<file path="config.mk">
export PLATFORM = sky130hd
export DESIGN_NAME = uart_command_frame_parser_flat
export DESIGN_NICKNAME = d
export VERILOG_FILES = /design/src/hdl/ucfp_pkg.sv /design/src/hdl/ucfp_req_if.sv /design/src/hdl/ucfp_rsp_if.sv /design/src/hdl/ucfp_decode.sv /design/src/hdl/ucfp_emit.sv /design/src/hdl/uart_command_frame_parser.sv /design/src/flat_wrapper.sv
export SDC_FILE = /design/constraint.sdc
export NUM_CORES = 1
export LEC_CHECK = 0
export ABC_CLOCK_PERIOD_IN_PS = 24000
export BUFFER_PORTS_ARGS = -buffer_cell sky130_fd_sc_hd__buf_2
export CAP_MARGIN = 5
export CORE_ASPECT_RATIO = 1.1
export CORE_MARGIN = 2
export CORE_UTILIZATION = 65
export CTS_BUF_LIST = sky130_fd_sc_hd__clkbuf_8
export CTS_CLUSTER_DIAMETER = 40
export DETAILED_ROUTE_END_ITERATION = 8
export PLACE_DENSITY = 0.85
export SLEW_MARGIN = 40
export SYNTH_ARGS = -nofsm -noshare
export SYNTH_HDL_FRONTEND = slang
export SYNTH_SLANG_ARGS = --single-unit
</file>
<file path="constraint.sdc">
create_clock -name clock -period 24 [get_ports clock]
set_clock_uncertainty 0.05 [all_clocks]
set_input_delay 2.4 -clock clock [delete_from_list [all_inputs] [get_ports clock]]
set_output_delay 2.4 -clock clock [all_outputs]
set_load 0.1 [all_outputs]
</file>
<file path="src/hdl/ucfp_pkg.sv">
`default_nettype none
// ----------------------------------------------------------------------------
// ucfp_pkg
// Shared types and constants of the serial command frame parser: byte codes,
// result kinds, command codes and the burst that one received item causes.
// ----------------------------------------------------------------------------
package ucfp_pkg;

   // longest reply burst (ticks report) and the width of a burst count
   localparam int unsigned BURST_DEPTH = 6;
   localparam int unsigned BURST_CNT_W = 3;

   // item operations
   localparam logic OP_RX          = 1'b0;
   localparam logic OP_MOTOR_DONE  = 1'b1;

   // single-byte request codes
   localparam logic [7:0] CODE_TICKS   = 8'hAE;
   localparam logic [7:0] CODE_BATTERY = 8'h11;
   localparam logic [7:0] CODE_LEFT    = 8'h7E;
   localparam logic [7:0] CODE_RIGHT   = 8'h3F;
   localparam logic [7:0] CODE_DOWN    = 8'h9A;
   localparam logic [7:0] CODE_UP      = 8'h5A;
   localparam logic [7:0] CODE_DRILL   = 8'h0F;
   localparam logic [7:0] CODE_STOP    = 8'h07;

   // transmitted status bytes
   localparam logic [7:0] BYTE_ACK        = 8'h43;
   localparam logic [7:0] BYTE_MOTOR_DONE = 8'h03;

   // frame byte count at which the checksum byte is expected
   localparam logic [1:0] FRAME_LAST = 2'd3;

   // battery scaling: clamp, then divide by 100 as (cv * 5243) >> 19
   localparam logic [14:0] BATT_MAX_CV    = 15'd25599;
   localparam logic [12:0] CV_RECIP       = 13'd5243;
   localparam int unsigned CV_RECIP_SHIFT = 19;

   typedef enum logic [1:0] {
      KIND_TX  = 2'd0,
      KIND_CMD = 2'd1,
      KIND_POS = 2'd2
   } kind_type;

   typedef enum logic [2:0] {
      CMD_LEFT  = 3'd0,
      CMD_RIGHT = 3'd1,
      CMD_DOWN  = 3'd2,
      CMD_UP    = 3'd3,
      CMD_DRILL = 3'd4,
      CMD_STOP  = 3'd5
   } cmd_type;

   typedef struct packed {
      logic               op;
      logic [7:0]         rx_byte;
      logic signed [15:0] ticks_axis1;
      logic signed [15:0] ticks_axis2;
      logic [14:0]        battery_centivolts;
   } req_type;

   typedef struct packed {
      kind_type    kind;
      logic [7:0]  tx_byte;
      cmd_type     command;
      logic [15:0] position;
   } result_type;

   typedef struct packed {
      logic [BURST_CNT_W-1:0]             count;
      result_type [BURST_DEPTH-1:0]       entries;
   } burst_type;

   // result builders
   function automatic result_type make_tx(input logic [7:0] value);
      result_type r;
      r          = '0;
      r.kind     = KIND_TX;
      r.tx_byte  = value;
      return r;
   endfunction

   function automatic result_type make_cmd(input cmd_type code);
      result_type r;
      r          = '0;
      r.kind     = KIND_CMD;
      r.command  = code;
      return r;
   endfunction

   function automatic result_type make_pos(input logic [15:0] value);
      result_type r;
      r          = '0;
      r.kind     = KIND_POS;
      r.position = value;
      return r;
   endfunction

endpackage
`default_nettype wire

</file>
<file path="src/hdl/ucfp_req_if.sv">
`default_nettype none
// ----------------------------------------------------------------------------
// ucfp_req_if
// Item channel into the parser: one received byte or a motor-done event,
// with the current encoder counts and battery voltage.
// ----------------------------------------------------------------------------
interface ucfp_req_if;
   logic               valid;
   logic               ready;
   logic               op;
   logic [7:0]         rx_byte;
   logic signed [15:0] ticks_axis1;
   logic signed [15:0] ticks_axis2;
   logic [14:0]        battery_centivolts;

   modport source (
      output valid, op, rx_byte, ticks_axis1, ticks_axis2, battery_centivolts,
      input  ready
   );
   modport sink (
      input  valid, op, rx_byte, ticks_axis1, ticks_axis2, battery_centivolts,
      output ready
   );
endinterface
`default_nettype wire

</file>
<file path="src/hdl/ucfp_rsp_if.sv">
`default_nettype none
// ----------------------------------------------------------------------------
// ucfp_rsp_if
// Result channel out of the parser: transmit byte, motion command or
// target position, with a flag on the final result of an item.
// ----------------------------------------------------------------------------
interface ucfp_rsp_if;
   logic        valid;
   logic        ready;
   logic [1:0]  kind;
   logic [7:0]  tx_byte;
   logic [2:0]  command;
   logic [15:0] position;
   logic        last;

   modport source (
      output valid, kind, tx_byte, command, position, last,
      input  ready
   );
   modport sink (
      input  valid, kind, tx_byte, command, position, last,
      output ready
   );
endinterface
`default_nettype wire

</file>
<file path="src/hdl/ucfp_decode.sv">
`default_nettype none
// ----------------------------------------------------------------------------
// ucfp_decode
// Input register and single-pass decoder. Holds the frame state and turns
// the registered item into a burst of up to six results.
// ----------------------------------------------------------------------------
module ucfp_decode (
   input  wire logic               clock,
   input  wire logic               reset,
   input  wire logic               in_valid,
   output logic                    in_ready,
   input  wire ucfp_pkg::req_type  in_item,
   output logic                    burst_valid,
   input  wire logic               burst_ready,
   output ucfp_pkg::burst_type     burst
);
   import ucfp_pkg::*;

   logic              valid_ff, valid_in;
   req_type           item_ff;
   logic [1:0]        count_ff, count_in;
   logic [2:0][7:0]   frame_ff, frame_in;
   logic              advance;

   logic [7:0]        rx;
   logic [7:0]        t1_hi, t1_lo, t2_hi, t2_lo, ticks_sum;
   logic [14:0]       cv_sat;
   logic [27:0]       cv_prod;
   logic [7:0]        volts;
   logic [14:0]       volts_x100;
   logic [14:0]       cv_rem;
   logic [7:0]        hundredths;
   logic [7:0]        frame_sum;

   // input register handshake
   assign advance     = valid_ff && burst_ready;
   assign in_ready    = !valid_ff || burst_ready;
   assign burst_valid = valid_ff;
   assign valid_in    = in_ready ? in_valid : valid_ff;

   always_ff @(posedge clock) begin
      if (reset) begin
         valid_ff <= 1'b0;
         count_ff <= '0;
      end else begin
         valid_ff <= valid_in;
         if (advance) begin
            count_ff <= count_in;
         end
      end
   end

   // payload registers carry no reset
   always_ff @(posedge clock) begin
      if (in_ready && in_valid) begin
         item_ff <= in_item;
      end
      if (advance) begin
         frame_ff <= frame_in;
      end
   end

   // report bytes
   always_comb begin
      rx         = item_ff.rx_byte;
      t1_hi      = item_ff.ticks_axis1[15:8];
      t1_lo      = item_ff.ticks_axis1[7:0];
      t2_hi      = item_ff.ticks_axis2[15:8];
      t2_lo      = item_ff.ticks_axis2[7:0];
      ticks_sum  = CODE_TICKS + t1_hi + t1_lo + t2_hi + t2_lo;
      cv_sat     = (item_ff.battery_centivolts > BATT_MAX_CV) ? BATT_MAX_CV
                                                              : item_ff.battery_centivolts;
      cv_prod    = 28'(cv_sat) * 28'(CV_RECIP);
      volts      = cv_prod[CV_RECIP_SHIFT +: 8];
      // times 100 as 64 + 32 + 4
      volts_x100 = {1'b0, volts, 6'b0} + {2'b0, volts, 5'b0} + {5'b0, volts, 2'b0};
      cv_rem     = cv_sat - volts_x100;
      hundredths = cv_rem[7:0];
      frame_sum  = frame_ff[0] + frame_ff[1] + frame_ff[2];
   end

   // burst decode and frame state update
   always_comb begin
      burst    = '0;
      count_in = count_ff;
      frame_in = frame_ff;
      priority if (item_ff.op == OP_MOTOR_DONE) begin
         burst.entries[0] = make_tx(BYTE_MOTOR_DONE);
         burst.count      = 3'd1;
      end else if (count_ff == '0 && rx == CODE_TICKS) begin
         burst.entries[0] = make_tx(CODE_TICKS);
         burst.entries[1] = make_tx(t1_hi);
         burst.entries[2] = make_tx(t1_lo);
         burst.entries[3] = make_tx(t2_hi);
         burst.entries[4] = make_tx(t2_lo);
         burst.entries[5] = make_tx(ticks_sum);
         burst.count      = 3'd6;
      end else if (count_ff == '0 && rx == CODE_BATTERY) begin
         burst.entries[0] = make_tx(CODE_BATTERY);
         burst.entries[1] = make_tx(volts);
         burst.entries[2] = make_tx(hundredths);
         burst.entries[3] = make_tx(8'(CODE_BATTERY + volts + hundredths));
         burst.count      = 3'd4;
      end else if (count_ff == '0 && rx == CODE_LEFT) begin
         burst.entries[0] = make_cmd(CMD_LEFT);
         burst.count      = 3'd1;
      end else if (count_ff == '0 && rx == CODE_RIGHT) begin
         burst.entries[0] = make_cmd(CMD_RIGHT);
         burst.count      = 3'd1;
      end else if (count_ff == '0 && rx == CODE_DOWN) begin
         burst.entries[0] = make_cmd(CMD_DOWN);
         burst.count      = 3'd1;
      end else if (count_ff == '0 && rx == CODE_UP) begin
         burst.entries[0] = make_cmd(CMD_UP);
         burst.count      = 3'd1;
      end else if (count_ff == '0 && rx == CODE_DRILL) begin
         burst.entries[0] = make_cmd(CMD_DRILL);
         burst.count      = 3'd1;
      end else if (count_ff == '0 && rx == CODE_STOP) begin
         burst.entries[0] = make_cmd(CMD_STOP);
         burst.count      = 3'd1;
      end else if (count_ff != FRAME_LAST) begin
         // store a frame byte
         for (int i = 0; i < 3; i++) begin
            if (count_ff == 2'(i)) begin
               frame_in[i] = rx;
            end
         end
         count_in = count_ff + 2'd1;
      end else begin
         // checksum byte closes the frame
         count_in = '0;
         if (frame_sum == rx) begin
            burst.entries[0] = make_pos({frame_ff[1], frame_ff[2]});
            burst.entries[1] = make_tx(BYTE_ACK);
            burst.count      = 3'd2;
         end
      end
   end

   // a checksum byte always closes the frame
   a_frame_closes: assert property (@(posedge clock) disable iff (reset)
      advance && item_ff.op == OP_RX && count_ff == FRAME_LAST |=> count_ff == '0)
      else $error("frame not closed after checksum byte");

endmodule
`default_nettype wire

</file>
<file path="src/hdl/ucfp_emit.sv">
`default_nettype none
// ----------------------------------------------------------------------------
// ucfp_emit
// Result register: takes a whole burst from the decoder and shifts it out,
// one result per transfer, flagging the final one.
// ----------------------------------------------------------------------------
module ucfp_emit (
   input  wire logic                 clock,
   input  wire logic                 reset,
   input  wire logic                 burst_valid,
   output logic                      burst_ready,
   input  wire ucfp_pkg::burst_type  burst,
   output logic                      out_valid,
   input  wire logic                 out_ready,
   output ucfp_pkg::result_type      out_result,
   output logic                      out_last
);
   import ucfp_pkg::*;

   logic [BURST_CNT_W-1:0]        count_ff, count_in;
   result_type [BURST_DEPTH-1:0]  entries_ff, entries_in;
   logic                          take;
   logic                          load;

   // handshake on both sides
   assign out_valid   = count_ff != '0;
   assign take        = out_valid && out_ready;
   assign burst_ready = (count_ff == '0) || (count_ff == BURST_CNT_W'(1) && take);
   assign load        = burst_valid && burst_ready && burst.count != '0;
   assign out_result  = entries_ff[0];
   assign out_last    = count_ff == BURST_CNT_W'(1);

   // shift on transfer, reload from the decoder
   always_comb begin
      count_in   = count_ff;
      entries_in = entries_ff;
      if (take) begin
         for (int i = 0; i < BURST_DEPTH - 1; i++) begin
            entries_in[i] = entries_ff[i+1];
         end
         count_in = count_ff - BURST_CNT_W'(1);
      end
      if (load) begin
         entries_in = burst.entries;
         count_in   = burst.count;
      end
   end

   always_ff @(posedge clock) begin
      if (reset) begin
         count_ff <= '0;
      end else begin
         count_ff <= count_in;
      end
   end

   always_ff @(posedge clock) begin
      entries_ff <= entries_in;
   end

   a_count_range: assert property (@(posedge clock) disable iff (reset)
      count_ff <= BURST_CNT_W'(BURST_DEPTH))
      else $error("burst count beyond depth");

   a_stall_holds: assert property (@(posedge clock) disable iff (reset)
      out_valid && !out_ready |=> $stable(count_ff) && $stable(entries_ff[0]))
      else $error("pending result changed during stall");

   a_load_count: assert property (@(posedge clock) disable iff (reset)
      load |=> count_ff == $past(burst.count))
      else $error("loaded burst count lost");

endmodule
`default_nettype wire

</file>
<file path="src/hdl/uart_command_frame_parser.sv">
`default_nettype none
// ----------------------------------------------------------------------------
// uart_command_frame_parser
// Parses received serial bytes into reports, motion commands and target
// positions from checksummed four-byte frames.
// ----------------------------------------------------------------------------
//  channel   dir  payload
//  req_bus   in   op, rx_byte, ticks_axis1, ticks_axis2, battery_centivolts
//  rsp_bus   out  kind, tx_byte, command, position, last
//
//  an item is decoded in one pass between the input register and the result
//  register; its burst of up to six results then leaves one per cycle while
//  rsp_bus.ready is high, and a new item is taken every cycle while bursts
//  are one result long and it stays high; a burst of n results holds the
//  result register until all n are taken (six for a ticks report)
//  frame bytes that cause no result still pass the input register in order
//  synchronous reset clears the frame byte count and both handshake stages
// ----------------------------------------------------------------------------
module uart_command_frame_parser (
   input  wire logic   clock,
   input  wire logic   reset,
   ucfp_req_if.sink    req_bus,
   ucfp_rsp_if.source  rsp_bus
);
   import ucfp_pkg::*;

   req_type     req_item;
   burst_type   burst;
   logic        burst_valid;
   logic        burst_ready;
   result_type  rsp_result;

   // gather the request payload
   always_comb begin
      req_item.op                 = req_bus.op;
      req_item.rx_byte            = req_bus.rx_byte;
      req_item.ticks_axis1        = req_bus.ticks_axis1;
      req_item.ticks_axis2        = req_bus.ticks_axis2;
      req_item.battery_centivolts = req_bus.battery_centivolts;
   end

   ucfp_decode u_decode (
      .clock       (clock),
      .reset       (reset),
      .in_valid    (req_bus.valid),
      .in_ready    (req_bus.ready),
      .in_item     (req_item),
      .burst_valid (burst_valid),
      .burst_ready (burst_ready),
      .burst       (burst)
   );

   ucfp_emit u_emit (
      .clock       (clock),
      .reset       (reset),
      .burst_valid (burst_valid),
      .burst_ready (burst_ready),
      .burst       (burst),
      .out_valid   (rsp_bus.valid),
      .out_ready   (rsp_bus.ready),
      .out_result  (rsp_result),
      .out_last    (rsp_bus.last)
   );

   // spread the result payload
   assign rsp_bus.kind     = rsp_result.kind;
   assign rsp_bus.tx_byte  = rsp_result.tx_byte;
   assign rsp_bus.command  = rsp_result.command;
   assign rsp_bus.position = rsp_result.position;

endmodule
`default_nettype wire

</file>
<file path="src/flat_wrapper.sv">
// flat-port wrapper written by rule: the top's interface ports become plain ports
module uart_command_frame_parser_flat import ucfp_pkg::*;
  (clock, reset, req_bus_valid, req_bus_op, req_bus_rx_byte, req_bus_ticks_axis1, req_bus_ticks_axis2, req_bus_battery_centivolts, req_bus_ready, rsp_bus_valid, rsp_bus_kind, rsp_bus_tx_byte, rsp_bus_command, rsp_bus_position, rsp_bus_last, rsp_bus_ready);
  ucfp_req_if req_bus_i ();
  ucfp_rsp_if rsp_bus_i ();
  input  wire logic clock;
  input  wire logic reset;
  input wire logic [$bits(req_bus_i.valid)-1:0] req_bus_valid;
  input wire logic [$bits(req_bus_i.op)-1:0] req_bus_op;
  input wire logic [$bits(req_bus_i.rx_byte)-1:0] req_bus_rx_byte;
  input wire logic [$bits(req_bus_i.ticks_axis1)-1:0] req_bus_ticks_axis1;
  input wire logic [$bits(req_bus_i.ticks_axis2)-1:0] req_bus_ticks_axis2;
  input wire logic [$bits(req_bus_i.battery_centivolts)-1:0] req_bus_battery_centivolts;
  output wire logic [$bits(req_bus_i.ready)-1:0] req_bus_ready;
  output wire logic [$bits(rsp_bus_i.valid)-1:0] rsp_bus_valid;
  output wire logic [$bits(rsp_bus_i.kind)-1:0] rsp_bus_kind;
  output wire logic [$bits(rsp_bus_i.tx_byte)-1:0] rsp_bus_tx_byte;
  output wire logic [$bits(rsp_bus_i.command)-1:0] rsp_bus_command;
  output wire logic [$bits(rsp_bus_i.position)-1:0] rsp_bus_position;
  output wire logic [$bits(rsp_bus_i.last)-1:0] rsp_bus_last;
  input wire logic [$bits(rsp_bus_i.ready)-1:0] rsp_bus_ready;
  assign req_bus_i.valid = req_bus_valid;
  assign req_bus_i.op = req_bus_op;
  assign req_bus_i.rx_byte = req_bus_rx_byte;
  assign req_bus_i.ticks_axis1 = req_bus_ticks_axis1;
  assign req_bus_i.ticks_axis2 = req_bus_ticks_axis2;
  assign req_bus_i.battery_centivolts = req_bus_battery_centivolts;
  assign req_bus_ready = req_bus_i.ready;
  assign rsp_bus_valid = rsp_bus_i.valid;
  assign rsp_bus_kind = rsp_bus_i.kind;
  assign rsp_bus_tx_byte = rsp_bus_i.tx_byte;
  assign rsp_bus_command = rsp_bus_i.command;
  assign rsp_bus_position = rsp_bus_i.position;
  assign rsp_bus_last = rsp_bus_i.last;
  assign rsp_bus_i.ready = rsp_bus_ready;
  uart_command_frame_parser u_core (.clock(clock), .reset(reset), .req_bus(req_bus_i), .rsp_bus(rsp_bus_i));
endmodule
</file>
# Word-level counts from Yosys, hierarchy flattened

Index checks and enable logic that the tools add are counted.

Memories kept: 0
Output and inout port bits: 32
Bits in read-only memories: 0
Input bits: 60
Latch bits: 0
Bits in writable memories: 0
Bits in registers: 258
Word-level logic and storage cells: 134

Reductions and logical operators: 26
Equality and inequality tests: 13
Bitwise logic cells: 9
$mul: 1
Add/subtract/negate cells: 13
$lt $le $gt $ge: 1
Shift-type cells: 0
Mux-type cells: 37
Divide/modulo/power cells: 0

Operators with widths:

| kind                   | number |
|---|---|
| $mux 145               | 2 |
| $mux 29                | 7 |
| $mux 26                | 6 |
| $mux 116               | 1 |
| $mux 114               | 1 |
| $mux 56                | 2 |
| $mux 55                | 2 |
| $add 8x8->8            | 8 |
| $mux 3                 | 12 |
| $reduce_and 12->1      | 3 |
| $mul 15x13->27 const B | 1 |
| $mux 27                | 1 |
| $eq 8x7->1 const B     | 2 |
| $eq 8x8->1 const B     | 2 |
| $gt 15x15->1 const B   | 1 |
| $mux 15                | 1 |
| $logic_and 1x1->1      | 13 |
| $reduce_and 10->1      | 1 |
| $not 1->1              | 9 |
| $add 5x8->8 const A    | 1 |
| $add 8x8->8 const A    | 1 |
| $eq 8x3->1 const B     | 1 |
| $eq 8x4->1 const B     | 1 |
| $eq 8x5->1 const B     | 1 |
| 17 further kinds       | 20 |

# Depth between registers and ports, before layout

Gate-level depths: netlist (run 1).

Depth after elaboration: 17
Depth in mapped cells: 36
Gate-level depth less buffers: 36

# Cells and area by module

From an unflattened synthesis (run 1), not the netlist that was laid out.

Cells, all modules: 1646
Area, all modules: 17216.5 um^2

Modules (own cells, without submodules):

| module      | instances | area an instance (um^2) | cells each |
|---|---|---|---|
| ucfp_decode | 1         | 9628.0                  | 941 |
| ucfp_emit   | 1         | 7588.5                  | 705 |

# Worst setup path after synthesis (run 1)

OpenSTA, ideal clock, no wires.

Path kind: register to register
Start point: register u_core.u_decode.item_ff[14] (netlist bit)
End point: register u_core.u_emit.entries_ff[113] (netlist bit) (data pin)
Clock period less this slack: 8075 ps
Arrival time: 7882 ps
Path slack: 15925 ps
Stages on the path, launching flop included: 35
Cell sequence: edfxtp_1 > nand2_1 > or2_2 > nand2b_1 > inv_1 > fa_1 > inv_1 > ha_1 > inv_1 > fa_1 > inv_1 > fa_1 > inv_1 > fa_1 > inv_1 > ha_1 > and3_1 > a221oi_1 > o21ai_1 > a31oi_4 > o21bai_1 > a21oi_1 > xnor2_1 > fa_1 > fa_1 > inv_1 > ha_1 > xnor2_1 > ha_1 > ha_1 > a21oi_1 > xnor2_1 > xnor2_1 > xnor3_1 > o21ai_2

RTL lines:

| element                | line              | source |
|---|---|---|
| from (decl)            | ucfp_decode.sv:20 | `req_type item_ff;` |
| from (signal assigned) | ucfp_decode.sv:56 | `item_ff <= in_item;` |
| to (signal assigned)   | ucfp_emit.sv:58   | `entries_ff <= entries_in;` |
| to (decl)              | ucfp_emit.sv:21   | `result_type [BURST_DEPTH-1:0] entries_ff, entries_in;` |

==> results of run 1 <==
metal layers:
layer	vias up	routed length (um)	global-route usage, %
met3	52	1400	5.26
met2	293	11900	46.1
met4	0	610	9.32
met5	-	0	0
li1	3448	-	-
met1	3587	9450	31.9
final cells by class:
cell class / instances / area [um^2]
inverter: 213 / 800
clock inverter: 15 / 163
clock buffer: 17 / 234
timing repair buffer: 96 / 493
multi-input combinational: 591 / 6000
fill: 1201 / 5090
tap: 238 / 298
sequential: 155 / 4590
sequential cells by signal, indices dropped and copies added, names as in the netlist:
| signal | count |
|---|---|
| u_core.u_emit.entries_ff | 40 |
| u_core.u_emit.out_result | 29 |
| u_core.u_emit.count_ff | 3 |
| u_core.u_decode.burst_valid | 1 |
| u_core.u_decode.rx | 8 |
| u_core.u_decode.count_ff | 2 |
| u_core.u_decode.frame_ff | 24 |
| u_core.u_decode.item_ff | 48 |
cells in the final DEF (no fill, tap or decap), types with 3 or more instances in the layout:
cell type / count
a21o_1: 17
a21oi_1: 22
a22o_1: 8
a22oi_1: 20
and2_1: 24
and3_1: 3
buf_2: 91
buf_4: 5
clkbuf_8: 17
dfxtp_1: 6
edfxtp_1: 149
fa_1: 93
ha_1: 147
inv_1: 212
inv_6: 4
nand2_1: 64
nand2b_1: 12
nand3_1: 9
nand4_1: 3
nor2_1: 23
nor2b_1: 7
nor3_1: 10
nor4_1: 3
o211ai_1: 6
o21ai_0: 16
o21ai_1: 6
xnor2_1: 37
xor2_1: 12
worst paths after layout:
| kind | startpoint | to | slack [ps] | cells past startpoint |
|---|---|---|---|---|
| worst max-delay path | u_core.u_decode.item_ff[13] | u_core.u_emit.entries_ff[113] | 15120 | 32 |
| worst min-delay path | u_core.u_emit.entries_ff[141] | u_core.u_emit.entries_ff[112] | 470 | 2 |
| worst max register to register | u_core.u_decode.item_ff[13] | u_core.u_emit.entries_ff[113] | 15120 | 32 |
| worst min register to register | u_core.u_emit.entries_ff[141] | u_core.u_emit.entries_ff[112] | 470 | 2 |
stage by stage:
stage / worst slack [ps] / cell area (um^2) / util [%]
2_1_floorplan: 15920 / 11700 / -
3_3_place_gp: 15450 / 12200 / 68.9
3_5_place_dp: 15210 / 12200 / 68.9
4_1_cts: 15130 / 12600 / 71.2
5_1_grt: 14620 / 12600 / 71.2
6_report: 15120 / 12600 / 71.2
cells by family (layout without fill, tap and decap cells):
logic type | after synthesis | after routing
flops | 155 | 155
fa+ha+maj | 240 | 240
mux | 2 | 2
simple gates | 172 | 172
compound gates | 124 | 124
buf+inv | 256 | 341
xor+xnor | 53 | 53
worst reg2reg max path: cells and delay by family (launching register included):
family	cells	cell delay [ps]
buffers and inverters	5	360
AOI/OAI and AO/OA	8	1520
adders and majority gates	11	4590
DFF	1	490
xor gates and xnor gates	5	980
and+or+nand+nor	3	760
==> run_results.csv, run 1 <==
group,metric,value,unit
placed_design,numPlacedInstances,1293,
logic_synthesis,synth_top_cell_area_share,38.3,%
setup_path,cpMostUsedCell,"fa_1",
logic_synthesis,synth_top_family_by_area,"adder cells",
clock_network,cts_buffer_depth,2,
logic_synthesis,synth_compound_area_share,7.66,%
setup_path,slowest_delay,550,ps
logic_synthesis,yosysWarnings,0,
logic_synthesis,yosys.area_share.adder,31.7,%
clock_network,holdBufCountCts,0,
clock_network,cts_sinks,155,
grt,grt_antenna_before_repair,0,
sta,finalSetupTns,0,ps
sta,tightest_slew,758,ps
setup_path,cp.required,24270,ps
logic_synthesis,synth-seq-cells,155,
drt,routed-via-count,7380,
setup_path,critPathMaxFanout,7,
logic_synthesis,synth-async-reset-ratio,0,%
placed_design,dp.final_hpwl,18400,um
logic_synthesis,synthTopCellsByArea,"edfxtp_1, fa_1, ha_1, inv_1, xnor2_1",
sta,relSlewSlack,49.5,%
drt,drcViolationCount,0,
layout,drive_above_1_share,13.6,%
sta,max_freq,0.113,GHz
logic_synthesis,synth-edff-count,149,
logic_synthesis,synth_flop_cell,"edfxtp_1",
drt,first_pass_iters,8,
clock_network,postCtsResizedCells,0,
layout,final_cells,1325,
logic_synthesis,yosysSeqAreaShare,39.3,%
clock_network,cts_made_buffers,17,
clock_network,insertion_delay,470,ps
hold_path,hold_class,"flip-flop to flip-flop",
sta,timing.final.crit_share,37.0,%
setup_path,critical_path_class,"flip-flop to flip-flop",
setup_path,crit_path_start_kind,"flip-flop",
grt,first_global_vias,7617,
logic_synthesis,synthXorXnorAreaFrac,4.40,%
layout,final_nets,1374,
logic_synthesis,yosysMostFrequentCell,"inv_1",
sta,setup_viol,0,
drt,drt-vias-per-instance,5.57,
sta,finalMaxSlewViolations,0,
layout,area_growth,7.72,%
logic_synthesis,syn_inst,1002,
grt,grt_max_degree,57,
drt,drt_iter0_markers,497,
die,die_w,132,um
grt,grt_util_all_layers,26.0,%
sta,hold_viol_final,0,
logic_synthesis,synth_common_cells,"inv_1, edfxtp_1, ha_1",
drt,wire_per_inst,17.6,um
sta,whs,473,ps
outcome,status,"completed",
logic_synthesis,synth_top_area_cell,"edfxtp_1",
die,ios,92,
clock_network,root_buffer,"clkbuf_8",
die,die_h,145,um
logic_synthesis,synth-simple-area-share,7.26,%
grt,grt_pass1_wl,37800,um
sta,fin_crit,8880,ps
drt,final_antenna_net_count,0,
clock_network,clkTransAtPathRegs,80,ps
setup_path,critical_path_arrival,9150,ps
sta,rsz0062_at_grt,"no",
die,design.die.area,19100,um^2
die,placementRows,51,
grt,grt.overflow.total,0,
clock_network,tritoncts,"built",
logic_synthesis,yosysUniqueCellTypes,65,
setup_path,crit_family,"adder cells",
placed_design,io_buffers,91,
logic_synthesis,synthesis.area,11700,um^2
placed_design,place_congestion,0.917,
drt,wirelength,23400,um
logic_synthesis,syn_area_per_cell,11.7,um^2
setup_path,cp_num_buf_inv,5,
die,core-area,17700,um^2
setup_path,crit_path_end_kind,"flip-flop",
die,start_util,66.1,%
clock_network,htreeDepth,4,
flow_run,cap_violations,0,
clock_network,cts_setup_buffers,0,
layout,diodes,0,
logic_synthesis,muxShareOfSynthArea,0.171,%
setup_path,slowest_stage,"fa_1",
logic_synthesis,synthesis.nets,1302,
Power of run 1 is not shown: default switching activity piles up to over one toggle a cycle in this logic, so the estimate is an artifact.
==> run 2: changes to the inputs <==
- ABC_CLOCK_PERIOD_IN_PS: 24000 -> 7800
- CORE_UTILIZATION: 65 -> 57
- PLACE_DENSITY: 0.85 -> 0.79
- clock period: 24 -> 7.8 ns (I/O delays scaled with it)
==> run_results.csv, run 2 (same netlist as run 1, synthesis figures left out) <==
group,metric,value,unit
setup_path,slowest_stage,"fa_1",
setup_path,critPathMaxFanout,6,
clock_network,cts_sinks,155,
setup_path,critical_path_class,"flip-flop to flip-flop",
grt,grt_max_degree,57,
clock_network,cts_buffer_depth,2,
die,start_util,58.4,%
placed_design,dp_slack,-320,ps
layout,regMostFlops,"u_core.u_decode.item_ff",
drt,drt-vias-per-instance,5.38,
layout,design_area,13900,um^2
clock_network,insertion_delay,470,ps
sta,fin_crit,7990,ps
setup_path,cpMostUsedCell,"fa_1",
layout,final_cell_mix,"inv_1, edfxtp_1, ha_1, buf_4, buf_2",
clock_network,clkTransAtPathRegs,100,ps
setup_path,critical_path_cell_count,31,
sta,rsz0062_at_grt,"yes",
sta,finalMaxSlewViolations,0,
clock_network,htreeDepth,4,
setup_path,cp.required,8080,ps
die,ios,92,
clock_network,cts_made_buffers,17,
drt,final_antenna_net_count,0,
layout,area_growth,19.4,%
drt,drt_iter0_markers,600,
layout,final_common_cell,"inv_1",
drt,drcViolationCount,0,
clock_network,tritoncts,"built",
setup_path,worstRegToRegCells,31,
grt,first_global_vias,8187,
clock_network,holdBufCountCts,0,
outcome,violations,"negative setup slack",
setup_path,rr_endpoint,"u_core.u_emit.entries_ff[113]",
sta,setup_viol,2,
placed_design,io_buffers,91,
setup_path,rrSetupSlack,-190,ps
setup_path,crit_family,"adder cells",
die,die_h,154,um
die,die_w,140,um
drt,routed-via-count,7693,
hold_path,worstHoldStart,"req_bus_battery_centivolts[13]",
sta,tightest_slew,757,ps
setup_path,critical_path_arrival,8270,ps
sta,relSlewSlack,49.3,%
layout,largest_reg_flops,48,
flow_run,cap_violations,0,
setup_path,cp_num_buf_inv,4,
outcome,status,"complete, but fails checks",
setup_path,startpoint,"u_core.u_decode.item_ff[12]",
placed_design,placed_cell_area,12800,um^2
layout,diodes,0,
setup_path,r2r_start,"u_core.u_decode.item_ff[12]",
grt,grt_util_all_layers,24.4,%
sta,setup_ws,-194,ps
placed_design,place_congestion,0.922,
placed_design,dp.final_hpwl,18800,um
sta,timing.final.crit_share,102,%
drt,wirelength,25800,um
hold_path,hold_class,"input pin to flip-flop",
hold_path,hold_depth,1,
die,core-area,20000,um^2
setup_path,worstSetupEndpoint,"u_core.u_emit.entries_ff[113]",
grt,grt_antenna_before_repair,0,
setup_path,crit_path_start_kind,"flip-flop",
setup_path,crit_path_end_kind,"flip-flop",
sta,hold_viol_final,0,
die,placementRows,54,
setup_path,slowest_delay,570,ps
die,design.die.area,21700,um^2
drt,wire_per_inst,18.0,um
layout,final_nets,1467,
grt,grt.overflow.total,0,
sta,max_freq,0.125,GHz
drt,first_pass_iters,5,
layout,drive_above_1_share,27.8,%
clock_network,root_buffer,"clkbuf_8",
grt,grt_pass1_wl,40700,um
[run 2: changes by cell type in the layout (fill, tap and decap cells not counted), moves of 5 or more]
cell and change:
inv_2 +12, a21oi_1 -5, o21ai_0 -7, ha_4 +28
ha_1 -32, nor2_1 -5, nand2b_1 -7, buf_4 +89
nand2b_4 +7, inv_1 -15
[run 2: cell type report]
type | count | area [um^2]
multi-input cells | 591 | 6620
fillers | 1315 | 6050
flip-flops and latches | 155 | 4590
repair buffers | 189 | 1210
inverters | 213 | 808
well taps | 252 | 315
clock buffers | 17 | 234
clock inverters | 14 | 163
[run 2: how the worst min path moves through the flow]
stage and endpoint:
2_1_floorplan u_core.u_decode.frame_ff[14], 5_1_grt u_core.u_decode.item_ff[20], 3_5_place_dp u_core.u_emit.entries_ff[111], 4_1_cts u_core.u_decode.item_ff[13], 6_report u_core.u_decode.item_ff[13], 3_3_place_gp u_core.u_emit.entries_ff[111]
[run 2: stage by stage]
step                      cells  hold WS (ps)  setup TNS [ps]  util (%)
after CTS                  1425           407               0      68.6
after global placement     1383           439            -154      64.0
after floorplan            1002           415               0         -
after global routing       1431           398            -812      69.7
final                      1431           423            -201      69.7
after detailed placement   1383           446            -439      64.1
[run 2: metal layers]
layer  vias up  global-route usage (%)  routed length [um]
met5         -                       0                   0
met4         0                    9.76                 865
met3        69                    4.08                1330
met2       271                    41.5               13100
met1      3718                    31.4               10500
li1       3635                       -                   -
[run 2: worst register-to-register path, delay by kind of cell (launching register included)]
family          cells  cell delay (ps)
xor+xnor            5              940
flops               1              460
fa+ha+maj          11             4420
compound gates      7             1010
buf+inv             4              300
simple gates        4              700
[run 2: what timing repair did]
item / CTS / global route
pin swaps: 42 / 45
buffers inserted: 11 / 6
cloned: 0 / 0
gates resized for setup: 64 / 38
setup endpoints to repair: 3 / 4
endpoints found under the hold margin: 0 / 0
Power of run 2 is left out for the same reason.
==> run 3: changes to the inputs <==
- CORE_UTILIZATION: 57 -> 25
- PLACE_DENSITY: 0.79 -> unset
==> run_results.csv, run 3 (same netlist as run 1, synthesis figures left out) <==
group,metric,value,unit
outcome,status,"complete, but fails checks",
outcome,violations,"negative setup slack",
drt,drt_iter0_markers,313,
sta,fin_crit,7870,ps
setup_path,critPathMaxFanout,5,
clock_network,cts_buffer_depth,2,
die,design.die.area,48500,um^2
placed_design,place_congestion,0.866,
grt,grt_util_all_layers,12.3,%
layout,fill_cells,4590,
die,core-area,46400,um^2
sta,setup_ws,-74.7,ps
clock_network,tritoncts,"built",
drt,first_pass_iters,4,
drt,final_antenna_net_count,0,
hold_path,hold_class,"input pin to flip-flop",
setup_path,crit_path_start_kind,"flip-flop",
sta,hold_viol_final,0,
layout,drive_above_1_share,29.0,%
clock_network,insertion_delay,540,ps
sta,tightest_slew,553,ps
layout,diodes,0,
clock_network,htreeDepth,4,
sta,setup_viol,1,
sta,finalMaxSlewViolations,0,
placed_design,io_buffers,91,
layout,final_common_cell,"inv_1",
grt,grt_pass1_wl,44700,um
setup_path,cpMostUsedCell,"fa_1",
grt,grt_antenna_before_repair,1,
setup_path,cp.required,8140,ps
drt,wirelength,28400,um
drt,wire_per_inst,15.9,um
sta,finalSetupTns,-74.7,ps
sta,max_freq,0.127,GHz
setup_path,crit_path_end_kind,"flip-flop",
grt,grt.overflow.total,0,
setup_path,cp_num_buf_inv,7,
setup_path,crit_family,"adder cells",
grt,grt_max_degree,54,
clock_network,root_buffer,"clkbuf_8",
hold_path,hold_depth,1,
sta,rsz0062_at_grt,"yes",
layout,multiInputGateArea,6580,um^2
layout,final_cell_mix,"inv_1, edfxtp_1, ha_1, buf_4, buf_2",
sta,relSlewSlack,63.1,%
die,start_util,25.2,%
sta,timing.final.crit_share,101,%
setup_path,slowest_delay,580,ps
layout,seqCellArea,4590,um^2
die,die_h,231,um
setup_path,worstRegToRegCells,34,
layout,regMostFlops,"u_core.u_decode.item_ff",
clock_network,holdBufCountCts,0,
setup_path,critical_path_class,"flip-flop to flip-flop",
setup_path,slowest_stage,"fa_1",
clock_network,cts_sinks,155,
drt,drcViolationCount,0,
clock_network,clkTransAtPathRegs,110,ps
setup_path,critical_path_arrival,8220,ps
flow_run,cap_violations,0,
die,ios,92,
layout,area_growth,24.8,%
setup_path,critical_path_cell_count,34,
layout,largest_reg_flops,48,
clock_network,cts_made_buffers,17,
placed_design,dp.final_hpwl,22600,um
die,placementRows,83,
die,die_w,210,um
layout,final_nets,1486,
drt,drt-vias-per-instance,4.22,
drt,routed-via-count,7567,
grt,first_global_vias,8325,
run 3: changes by cell type in the layout (fill, tap and decap cells not counted), sizes merged:
cell	delta
buf	+19
clkinvlp	-4
inv	+3
bufinv	+2
clkinv	-1
run 3: worst reg2reg max path, delay by kind of cell, from the launching register on:
kind                       cells  cell delay [ps]
AOI/OAI and AO/OA              7             1110
buffers and inverters          7              510
xor gates and xnor gates       5              870
adders and majority gates     11             4260
DFF                            1              410
and+or+nand+nor                4              510
run 3: final cells by class:
type	count	share of cell area, %
inverter	213	5.52
clock buffer	17	1.61
clock inverter	14	1.56
sequential	155	31.5
multi-input combinational	591	45.2
tap	595	5.11
timing repair buffer	208	9.50
run 3: path summary, 6_finish.rpt:
kind                                                    start                       endpoint  slack, ps
worst max-delay path              u_core.u_decode.item_ff[11]  u_core.u_emit.entries_ff[113]        -70
worst min-delay path                   req_bus_ticks_axis2[9]    u_core.u_decode.item_ff[24]        360
worst max register to register    u_core.u_decode.item_ff[11]  u_core.u_emit.entries_ff[113]        -70
worst min register to register  u_core.u_emit.entries_ff[107]   u_core.u_emit.entries_ff[78]        470
run 3: metrics by stage:
step                      setup WS, ps  cell area [um^2]  instances  util [%]  hold slack (ps)
final                            -74.7             14600       1793      31.4              363
after global routing              -450             14600       1793      31.4              319
after detailed placement          -527             13400       1740      28.8              448
after CTS                        -55.1             14200       1782      30.7              306
after floorplan                   6.59             11700       1002         -              415
after global placement            -386             13300       1739      28.7              442
run 3: repair_timing:
action / in CTS / in global routing
pin swaps: 51 / 43
resized for setup: 58 / 45
endpoints found under the setup margin: 4 / 5
buffers inserted: 11 / 11
run 3: layer usage:
| metal | track usage, % | vias up | share of wire [%] |
|---|---|---|---|
| met4 | 4.32 | 2 | 2.1 |
| met5 | 0 | - | 0.046 |
| met3 | 2.79 | 34 | 3.2 |
| met2 | 22.6 | 119 | 53 |
| met1 | 14.0 | 3740 | 41 |
| li1 | - | 3672 | - |
Power of run 3 is left out for the same reason.
